==> src/hdl/dsb_pkg.sv <==
// Shared constants, types and a helper function for the bitmap deduplicating sorter.
`timescale 1ns / 1ps
`default_nettype none

package dsb_pkg;

    // Default number of map entries.
    localparam int MAP_SIZE_DEF = 1024;

    // Width of the value field; only values below 1 << VALUE_W can ever be marked.
    localparam int VALUE_W    = 10;
    localparam int VALUE_SPAN = 1 << VALUE_W;

    // The map is stored as words of 64 presence bits.
    localparam int WORD_W = 64;
    localparam int BIT_W  = 6;

    // Command codes.
    localparam logic CMD_INSERT = 1'b0;
    localparam logic CMD_POP    = 1'b1;

    // Update of one summary bit after a word has been written back.
    typedef struct packed {
        logic en;
        logic nonzero;
    } sum_upd_t;

    // Position of the lowest set bit of a word, found by halving the word six times.
    function automatic logic [BIT_W-1:0] lowest_bit(input logic [WORD_W-1:0] w);
        logic [WORD_W-1:0] rest;
        logic [BIT_W-1:0]  idx;
        int                half;
        rest = w;
        idx  = '0;
        for (int lvl = BIT_W - 1; lvl >= 0; lvl--)
        begin
            half = 1 << lvl;
            if ((rest & ((WORD_W'(1) << half) - WORD_W'(1))) == '0)
            begin
                idx[lvl] = 1'b1;
                rest     = rest >> half;
            end
        end
        return idx;
    endfunction

endpackage

`default_nettype wire

==> src/hdl/dsb_word_ram.sv <==
// Single-port-write, single-port-read synchronous memory holding the presence words.
`timescale 1ns / 1ps
`default_nettype none

module dsb_word_ram #(
    parameter int DEPTH = 16,
    parameter int AW    = 4
) (
    input  wire logic                        clk,
    input  wire logic                        we,
    input  wire logic [AW-1:0]               waddr,
    input  wire logic [dsb_pkg::WORD_W-1:0]  wdata,
    input  wire logic                        re,
    input  wire logic [AW-1:0]               raddr,
    output logic      [dsb_pkg::WORD_W-1:0]  rdata
);

    logic [dsb_pkg::WORD_W-1:0] mem [DEPTH];
    logic [dsb_pkg::WORD_W-1:0] rdata_reg;

    always_ff @(posedge clk)
    begin
        if (we)
        begin
            mem[waddr] <= wdata;
        end
        if (re)
        begin
            rdata_reg <= mem[raddr];
        end
    end

    assign rdata = rdata_reg;

endmodule

`default_nettype wire

==> src/hdl/dsb_summary.sv <==
// Summary bits marking which presence words are nonzero, with a first-set search.
`timescale 1ns / 1ps
`default_nettype none

module dsb_summary #(
    parameter int WORDS = 16,
    parameter int AW    = 4
) (
    input  wire logic              clk,
    input  wire logic              rst_n,
    input  wire dsb_pkg::sum_upd_t upd,
    input  wire logic [AW-1:0]     upd_idx,
    input  wire logic [AW-1:0]     chk_idx,
    output logic                   any,
    output logic      [AW-1:0]     first_idx,
    output logic                   chk_nz
);

    // A clear summary bit also means the memory word has not been written
    // since reset or was drained, so its content is taken as zero.
    logic [WORDS-1:0] nz_reg;
    logic [WORDS-1:0] nz_next;

    always_comb
    begin
        nz_next = nz_reg;
        if (upd.en)
        begin
            nz_next[upd_idx] = upd.nonzero;
        end
    end

    always_ff @(posedge clk or negedge rst_n)
    begin
        if (!rst_n)
        begin
            nz_reg <= '0;
        end
        else
        begin
            nz_reg <= nz_next;
        end
    end

    always_comb
    begin
        first_idx = '0;
        for (int i = WORDS - 1; i >= 0; i--)
        begin
            if (nz_reg[i])
            begin
                first_idx = AW'(i);
            end
        end
    end

    assign any    = |nz_reg;
    assign chk_nz = nz_reg[chk_idx];

endmodule

`default_nettype wire

==> src/hdl/dedup_sort_bitmap.sv <==
// Top level of the deduplicating bitmap sorter: command sequencer and result registers.
//
//  Channel  | Ports                          | Beat taken when
//  ---------+--------------------------------+------------------------------
//  command  | start, busy, cmd, value        | rising edge with start=1, busy=0
//  result   | done, result_value, found,last | rising edge ending the done cycle
//
// An insert inside the map or a pop on a nonempty map does a read-modify-write:
// the accept edge issues one read of the presence-word memory, and the next edge
// modifies that word and writes it back, so busy is high between those edges.
// An insert beyond the map or a pop on an empty map needs no memory access and
// leaves busy low throughout. Either way the result beat appears in the cycle
// after the command's last edge, while a new command may already be
// accepted. Reset clears the summary bits, which stand in for the whole map,
// so no clearing pass is needed. The receiver cannot stall: each result beat
// is shown for exactly one cycle.
`timescale 1ns / 1ps
`default_nettype none

module dedup_sort_bitmap #(
    parameter int MAP_SIZE = dsb_pkg::MAP_SIZE_DEF
) (
    input  wire logic                         clk,
    input  wire logic                         rst_n,
    input  wire logic                         start,
    output logic                              busy,
    input  wire logic                         cmd,
    input  wire logic [dsb_pkg::VALUE_W-1:0]  value,
    output logic                              done,
    output logic      [dsb_pkg::VALUE_W-1:0]  result_value,
    output logic                              found,
    output logic                              last
);

    // Only values that fit the value field can ever be set, so the stored
    // map never needs more entries than that field can reach.
    localparam int EFF_SIZE = (MAP_SIZE < dsb_pkg::VALUE_SPAN) ? MAP_SIZE : dsb_pkg::VALUE_SPAN;
    localparam int WORDS    = (EFF_SIZE + dsb_pkg::WORD_W - 1) / dsb_pkg::WORD_W;
    localparam int WADDR_W  = (WORDS > 1) ? $clog2(WORDS) : 1;
    localparam int CNT_W    = $clog2(EFF_SIZE + 1);

    typedef enum logic {
        ST_IDLE,
        ST_RMW
    } state_t;

    state_t                       state_reg;
    state_t                       state_next;
    logic                         cmd_reg;
    logic [WADDR_W-1:0]           addr_reg;
    logic [dsb_pkg::BIT_W-1:0]    bit_reg;
    logic [CNT_W-1:0]             count_reg;
    logic [CNT_W-1:0]             count_next;
    logic                         done_reg;
    logic                         done_next;
    logic [dsb_pkg::VALUE_W-1:0]  result_reg;
    logic [dsb_pkg::VALUE_W-1:0]  result_next;
    logic                         found_reg;
    logic                         found_next;
    logic                         last_reg;
    logic                         last_next;

    logic                         accept;
    logic                         in_range;
    logic [WADDR_W-1:0]           rd_addr;

    logic                         ram_we;
    logic [dsb_pkg::WORD_W-1:0]   ram_wdata;
    logic [dsb_pkg::WORD_W-1:0]   ram_rdata;
    logic [dsb_pkg::WORD_W-1:0]   cur_word;
    logic [dsb_pkg::WORD_W-1:0]   new_word;
    logic [dsb_pkg::BIT_W-1:0]    low_bit;

    dsb_pkg::sum_upd_t            sum_upd;
    logic                         sum_any;
    logic [WADDR_W-1:0]           sum_first;
    logic                         sum_chk_nz;

    assign busy     = (state_reg != ST_IDLE);
    assign accept   = start && !busy;
    assign in_range = (32'(value) < MAP_SIZE);

    // Insert reads the word that holds the value; pop reads the first nonzero word.
    assign rd_addr = (cmd == dsb_pkg::CMD_POP) ? sum_first : value[dsb_pkg::BIT_W +: WADDR_W];

    dsb_word_ram #(
        .DEPTH (WORDS),
        .AW    (WADDR_W)
    ) u_ram (
        .clk   (clk),
        .we    (ram_we),
        .waddr (addr_reg),
        .wdata (ram_wdata),
        .re    (accept),
        .raddr (rd_addr),
        .rdata (ram_rdata)
    );

    dsb_summary #(
        .WORDS (WORDS),
        .AW    (WADDR_W)
    ) u_summary (
        .clk       (clk),
        .rst_n     (rst_n),
        .upd       (sum_upd),
        .upd_idx   (addr_reg),
        .chk_idx   (addr_reg),
        .any       (sum_any),
        .first_idx (sum_first),
        .chk_nz    (sum_chk_nz)
    );

    // A word whose summary bit is clear has never been filled since reset or
    // was drained; its memory content is stale and reads as zero.
    assign cur_word = sum_chk_nz ? ram_rdata : '0;
    assign low_bit  = dsb_pkg::lowest_bit(cur_word);

    always_comb
    begin
        state_next  = state_reg;
        count_next  = count_reg;
        done_next   = 1'b0;
        result_next = '0;
        found_next  = 1'b0;
        last_next   = 1'b0;
        ram_we      = 1'b0;
        new_word    = cur_word;
        sum_upd     = '0;

        unique case (state_reg)
            ST_IDLE:
            begin
                if (accept)
                begin
                    // An out-of-range insert or a pop on an empty map needs no
                    // memory access and answers with an all-zero beat.
                    if ((cmd == dsb_pkg::CMD_INSERT && !in_range) ||
                        (cmd == dsb_pkg::CMD_POP && !sum_any))
                    begin
                        done_next = 1'b1;
                    end
                    else
                    begin
                        state_next = ST_RMW;
                    end
                end
            end
            ST_RMW:
            begin
                state_next = ST_IDLE;
                done_next  = 1'b1;
                if (cmd_reg == dsb_pkg::CMD_INSERT)
                begin
                    // A duplicate leaves word and count untouched.
                    new_word = cur_word | (dsb_pkg::WORD_W'(1) << bit_reg);
                    if (!cur_word[bit_reg])
                    begin
                        ram_we          = 1'b1;
                        sum_upd.en      = 1'b1;
                        sum_upd.nonzero = 1'b1;
                        count_next      = count_reg + CNT_W'(1);
                    end
                end
                else
                begin
                    new_word        = cur_word & ~(dsb_pkg::WORD_W'(1) << low_bit);
                    ram_we          = 1'b1;
                    sum_upd.en      = 1'b1;
                    sum_upd.nonzero = (new_word != '0);
                    count_next      = count_reg - CNT_W'(1);
                    result_next     = dsb_pkg::VALUE_W'({addr_reg, low_bit});
                    found_next      = 1'b1;
                    last_next       = (count_reg == CNT_W'(1));
                end
            end
            default:
            begin
                state_next = ST_IDLE;
            end
        endcase
    end

    assign ram_wdata = new_word;

    always_ff @(posedge clk or negedge rst_n)
    begin
        if (!rst_n)
        begin
            state_reg  <= ST_IDLE;
            count_reg  <= '0;
            done_reg   <= 1'b0;
            found_reg  <= 1'b0;
            last_reg   <= 1'b0;
            result_reg <= '0;
            cmd_reg    <= dsb_pkg::CMD_INSERT;
            addr_reg   <= '0;
            bit_reg    <= '0;
        end
        else
        begin
            state_reg  <= state_next;
            count_reg  <= count_next;
            done_reg   <= done_next;
            found_reg  <= found_next;
            last_reg   <= last_next;
            result_reg <= result_next;
            if (accept)
            begin
                cmd_reg  <= cmd;
                addr_reg <= rd_addr;
                bit_reg  <= value[dsb_pkg::BIT_W-1:0];
            end
        end
    end

    assign done         = done_reg;
    assign result_value = result_reg;
    assign found        = found_reg;
    assign last         = last_reg;

    // The population count and the summary bits must agree on emptiness.
    a_count_matches_summary: assert property (@(posedge clk) disable iff (!rst_n)
        (count_reg == '0) == !sum_any)
        else $error("population count disagrees with summary bits");

    // A result beat follows either a read-modify-write or a command that needed none.
    a_done_has_cause: assert property (@(posedge clk) disable iff (!rst_n)
        done_reg |-> ($past(state_reg) == ST_RMW || $past(accept)))
        else $error("result beat without a command");

    // A successful pop removes exactly one entry.
    a_pop_decrements: assert property (@(posedge clk) disable iff (!rst_n)
        (done_reg && found_reg) |-> (count_reg == $past(count_reg) - CNT_W'(1)))
        else $error("pop did not decrement the population count");

    // The final entry leaves the map empty.
    a_last_empties: assert property (@(posedge clk) disable iff (!rst_n)
        (done_reg && last_reg) |-> (found_reg && !sum_any))
        else $error("last flagged while entries remain");

endmodule

`default_nettype wire
==> config.mk <==
export PLATFORM = sky130hd
export DESIGN_NAME = dedup_sort_bitmap
export DESIGN_NICKNAME = d
export VERILOG_FILES = /design/src/hdl/dsb_pkg.sv /design/src/hdl/dsb_word_ram.sv /design/src/hdl/dsb_summary.sv /design/src/hdl/dedup_sort_bitmap.sv
export SDC_FILE = /design/constraint.sdc
export NUM_CORES = 2
export LEC_CHECK = 0
export ABC_AREA = 1
export CORE_UTILIZATION = 50
export CTS_BUF_LIST = sky130_fd_sc_hd__clkbuf_2 sky130_fd_sc_hd__clkbuf_4 sky130_fd_sc_hd__clkbuf_8
export DETAILED_ROUTE_END_ITERATION = 12
export DONT_BUFFER_PORTS = 1
export GPL_TIMING_DRIVEN = 0
export PLACE_DENSITY = 0.75
export SLEW_MARGIN = 25
export SYNTH_ARGS = -nofsm -noshare
export SYNTH_HDL_FRONTEND = slang
export SYNTH_SLANG_ARGS = --single-unit
==> constraint.sdc <==
create_clock -name clk -period 11.75 [get_ports clk]
set_input_delay 0 -clock clk [delete_from_list [all_inputs] [get_ports clk]]
set_output_delay 0 -clock clk [all_outputs]
set_load 0.05 [all_outputs]
==> impl.org <==
** Timing
- Setup repair after global routing left no endpoint under its margin.
- Between clock sinks in the finished design, the worst skew comes to 0.0637 ns.
- Final critical-path share of the clock period :: 0.584
- The max-slew violation total from the final report is 0.
- Headroom to the max-slew limit came out at 0.183.
- Final number of setup-violating endpoints :: 0
- The final hold violation count is 0.
- The worst path needs 6.86 ns of the cycle, external delays included.
- Slew at the pin closest to its max-slew limit :: 1.23 ns
- Max Clk Rate :: 0.146 GHz

** Setup path
- STA puts the critical path data required time at 12.55 ns.
- Counting stages on the worst path, the most repeated cell is sky130_fd_sc_hd__nand2_1.
- Critical Path Source Type :: register
- The critical path is of the register to register type.
- Crit path capture type :: register
- Together, buffers and inverters on the worst path number 10.
- Of all nets on the critical path, the largest fanout is 10.
- The largest individual stage delay along the critical path comes from the cell sky130_fd_sc_hd__nor2_1.
- Crit path DAT :: 7.66 ns
- On the critical path the largest part of the delay comes from simple AND/OR/NAND/NOR gates.
- Delay of the slowest cell on the worst path :: 0.69 ns

** Logic synthesis
- Of the synthesized area, sequential elements account for 0.706.
- Of the post-synthesis cell area, the dominant cell type holds 0.679.
- Yosys printed 0 warnings.
- Seq cells post-synth :: 1140
- For this run, the leading register cell type out of synthesis is sky130_fd_sc_hd__edfxtp_1.
- Number of instances in the synthesized netlist :: 3796
- Synthesis produced a netlist with a net count of 3813.
- Each instance of the synthesized netlist takes up on average 12.7 µm².
- Ranked by instance count, the synthesized netlist is headed by sky130_fd_sc_hd__edfxtp_1 (1088), sky130_fd_sc_hd__nor2_1 (640), sky130_fd_sc_hd__nand2_1 (332).
- sky130_fd_sc_hd__edfxtp_1 takes more of the synthesized area than any other cell.
- Cell Area, Synth :: 48100 µm²
- Fraction of synthesis flops using an asynchronous set or reset pin :: 0.0456
- Top-count cell post-synth :: sky130_fd_sc_hd__edfxtp_1
- Synth cell types :: 52
- Cell types occupying the most area after synthesis :: sky130_fd_sc_hd__edfxtp_1 (68%), sky130_fd_sc_hd__nor2_1 (5.0%), sky130_fd_sc_hd__o21ai_0 (3.3%)
- Number of flops mapped to enable cells by yosys :: 1088

** Clock tree
- The cell sitting at the root of the clock tree is a sky130_fd_sc_hd__clkbuf_8.
- Once the clock tree was built, the setup fixing pass inserted 0 buffers.
- In this run the deepest clock path goes through 3 buffers.
- Clock sinks :: 1140
- TritonCTS Buffers :: 175
- After clock tree synthesis, the flow added hold-fix buffers numbering 21.
- The H-tree generated during clock tree synthesis spans 4 levels.
- For the worst-skew pair, the clock arrives at the later sink with an insertion delay of 0.91 ns.
- Clock-pin slew was measured on the worst setup and hold paths at 0.06 ns.
- After clock tree synthesis, the repair step resized 0 gates.
- TritonCTS built the clock tree.

** Hold path
- Path type of the worst min-delay path :: primary input to register

** Placement
- Count of input and output buffers :: 0
- Routability-driven placement finished with a final weighted congestion of 1.06.
- Cell area after placement :: 51800 µm²
- Detailed placement finished with a half-perimeter wire length of 118 mm.

** Final layout
- Compared with the post-synthesis result, the final layout area differs by 15.5%.
- After routing the design area is 55600 µm².
- In the final layout, the share of cells above drive strength 1 is 0.127.
- Number of flip-flops in the largest register :: 1024
- Utilization of the core after routing :: 0.584
- In the final design database the tool counted 4086 nets.

** Global routing
- Across every metal layer, demand over resource in global routing totals 0.341.
- The first global-routing pass estimated 238 mm of wire.
- After global routing the overflow that remains totals 0.
- Entering global routing, the biggest net connects 53 pins.
- The via count of the first global-routing pass came to 33.8k.
- The initial antenna violation count came to 6.

** Routing
- Pre-Repair DR Iteration Count :: 6
- Total Routed Length :: 167 mm
- The final route contains 35.1k vias.
- Antenna viol nets, final :: 0
- Number of violations reported at the end of detailed-routing iteration 0 :: 5305
- In the routed layout, each cell is associated on average with a via count of 6.42.
- After detailed routing, the average wire length per cell comes to 30.5 µm.
- Final routed DRC violation total :: 0

** Floorplan
- The core region is 95200 µm².
- Height of the die :: 312 µm
- Number of standard-cell rows in the floorplan :: 113
- X dimension of the die :: 312 µm
- For this design the top-level I/O count stands at 28.
- Starting density of the core :: 0.505
- The die covers 97400 µm².

** Flow run
- Max Cap Viol :: 0

** Power
- For this design the static power due to leakage is 0.0189 µW.
- Dividing total power by cell area gives a power density of 192 nW/µm².
- IR Drop Worst-Case VDD :: 0.0912 mV

** Outcome
- The run finished with clean final reports.
[placed cells by master (no fill, tap or decap), types with 88 or more instances in the layout]
cell type	Yosys	layout
sky130_fd_sc_hd__nand2_1	332	332
sky130_fd_sc_hd__mux2i_1	128	128
sky130_fd_sc_hd__nor2_1	640	624
sky130_fd_sc_hd__o211ai_1	135	135
sky130_fd_sc_hd__edfxtp_1	1088	1088
sky130_fd_sc_hd__a21oi_1	150	88
sky130_fd_sc_hd__o21ai_0	313	313
sky130_fd_sc_hd__clkbuf_8	0	183
sky130_fd_sc_hd__clkbuf_1	218	199
sky130_fd_sc_hd__o221ai_1	128	128
sky130_fd_sc_hd__inv_1	144	144
sky130_fd_sc_hd__o32ai_1	129	129
[path summary, 6_finish.rpt]
check	slack, ns	cells past startpoint	end	from
max in group asynchronous	11.20	4	bit_reg[4]	rst_n
min in group asynchronous	0.27	4	addr_reg[2]	rst_n
setup / recovery	4.89	34	u_summary.nz_reg[6]	addr_reg[2]
hold reg to reg	0.47	1	count_reg[10]	count_reg[10]
hold / removal	0.12	6	u_ram.rdata[37]	value[7]
setup reg to reg	4.89	34	u_summary.nz_reg[6]	addr_reg[2]
[cells by family after synthesis]
group	after synthesis	share of synthesized area
AOI/OAI and AO/OA	923	0.126
xor gates and xnor gates	11	0.00200
adders and majority gates	3	0.000780
buffers and inverters	420	0.0342
DFF	1140	0.706
muxes	128	0.0266
and+or+nand+nor	1171	0.105
[power by group]
part           internal, µW  leakage [µW]  switching [µW]
Sequential             4920        0.0107            95.8
Combinational           551       0.00649            1850
Clock                  1660       0.00180            1570
Total                  7130        0.0189            3520
[final cells by class]
type | instances | area [µm²]
Inverter | 161 | 607
Antenna cell | 4 | 10.0
Sequential cell | 1140 | 34000
Tap cell | 1265 | 1580
Timing Repair Buffer | 96 | 2030
Multi-Input combinational cell | 2236 | 12900
Clock inverter | 73 | 423
Buffer | 259 | 1060
Fill cell | 7305 | 39600
Clock buffer | 241 | 2950
[layer usage]
layer	wire length, µm	track usage
met1	64400	0.467
met3	19100	0.0793
met5	13	0
met4	8310	0.162
met2	75300	0.519
[metrics by stage]
stage | power, µW | TNS, ns | std cells | hold WS [ns] | worst slack [ns]
after global placement | 7290 | -0.104 | 5061 | -0.295 | -0.0841
after global routing | 11000 | 0 | 5473 | 0.113 | 4.60
final | 10600 | 0 | 5475 | 0.122 | 4.89
after CTS | 10600 | 0 | 5470 | 0.00586 | 5.07
after detailed placement | 7400 | 0 | 5135 | -0.295 | 5.11
after floorplan | 6410 | 0 | 3796 | -0.296 | 5.80
[worst register-to-register path: cells and delay by family (launching register included)]
kind | cells | cell delay [ns]
simple gates | 23 | 4.16
buf+inv | 10 | 1.83
flops | 1 | 0.44
compound gates | 1 | 0.32
Power figures use the tool's default switching activity.
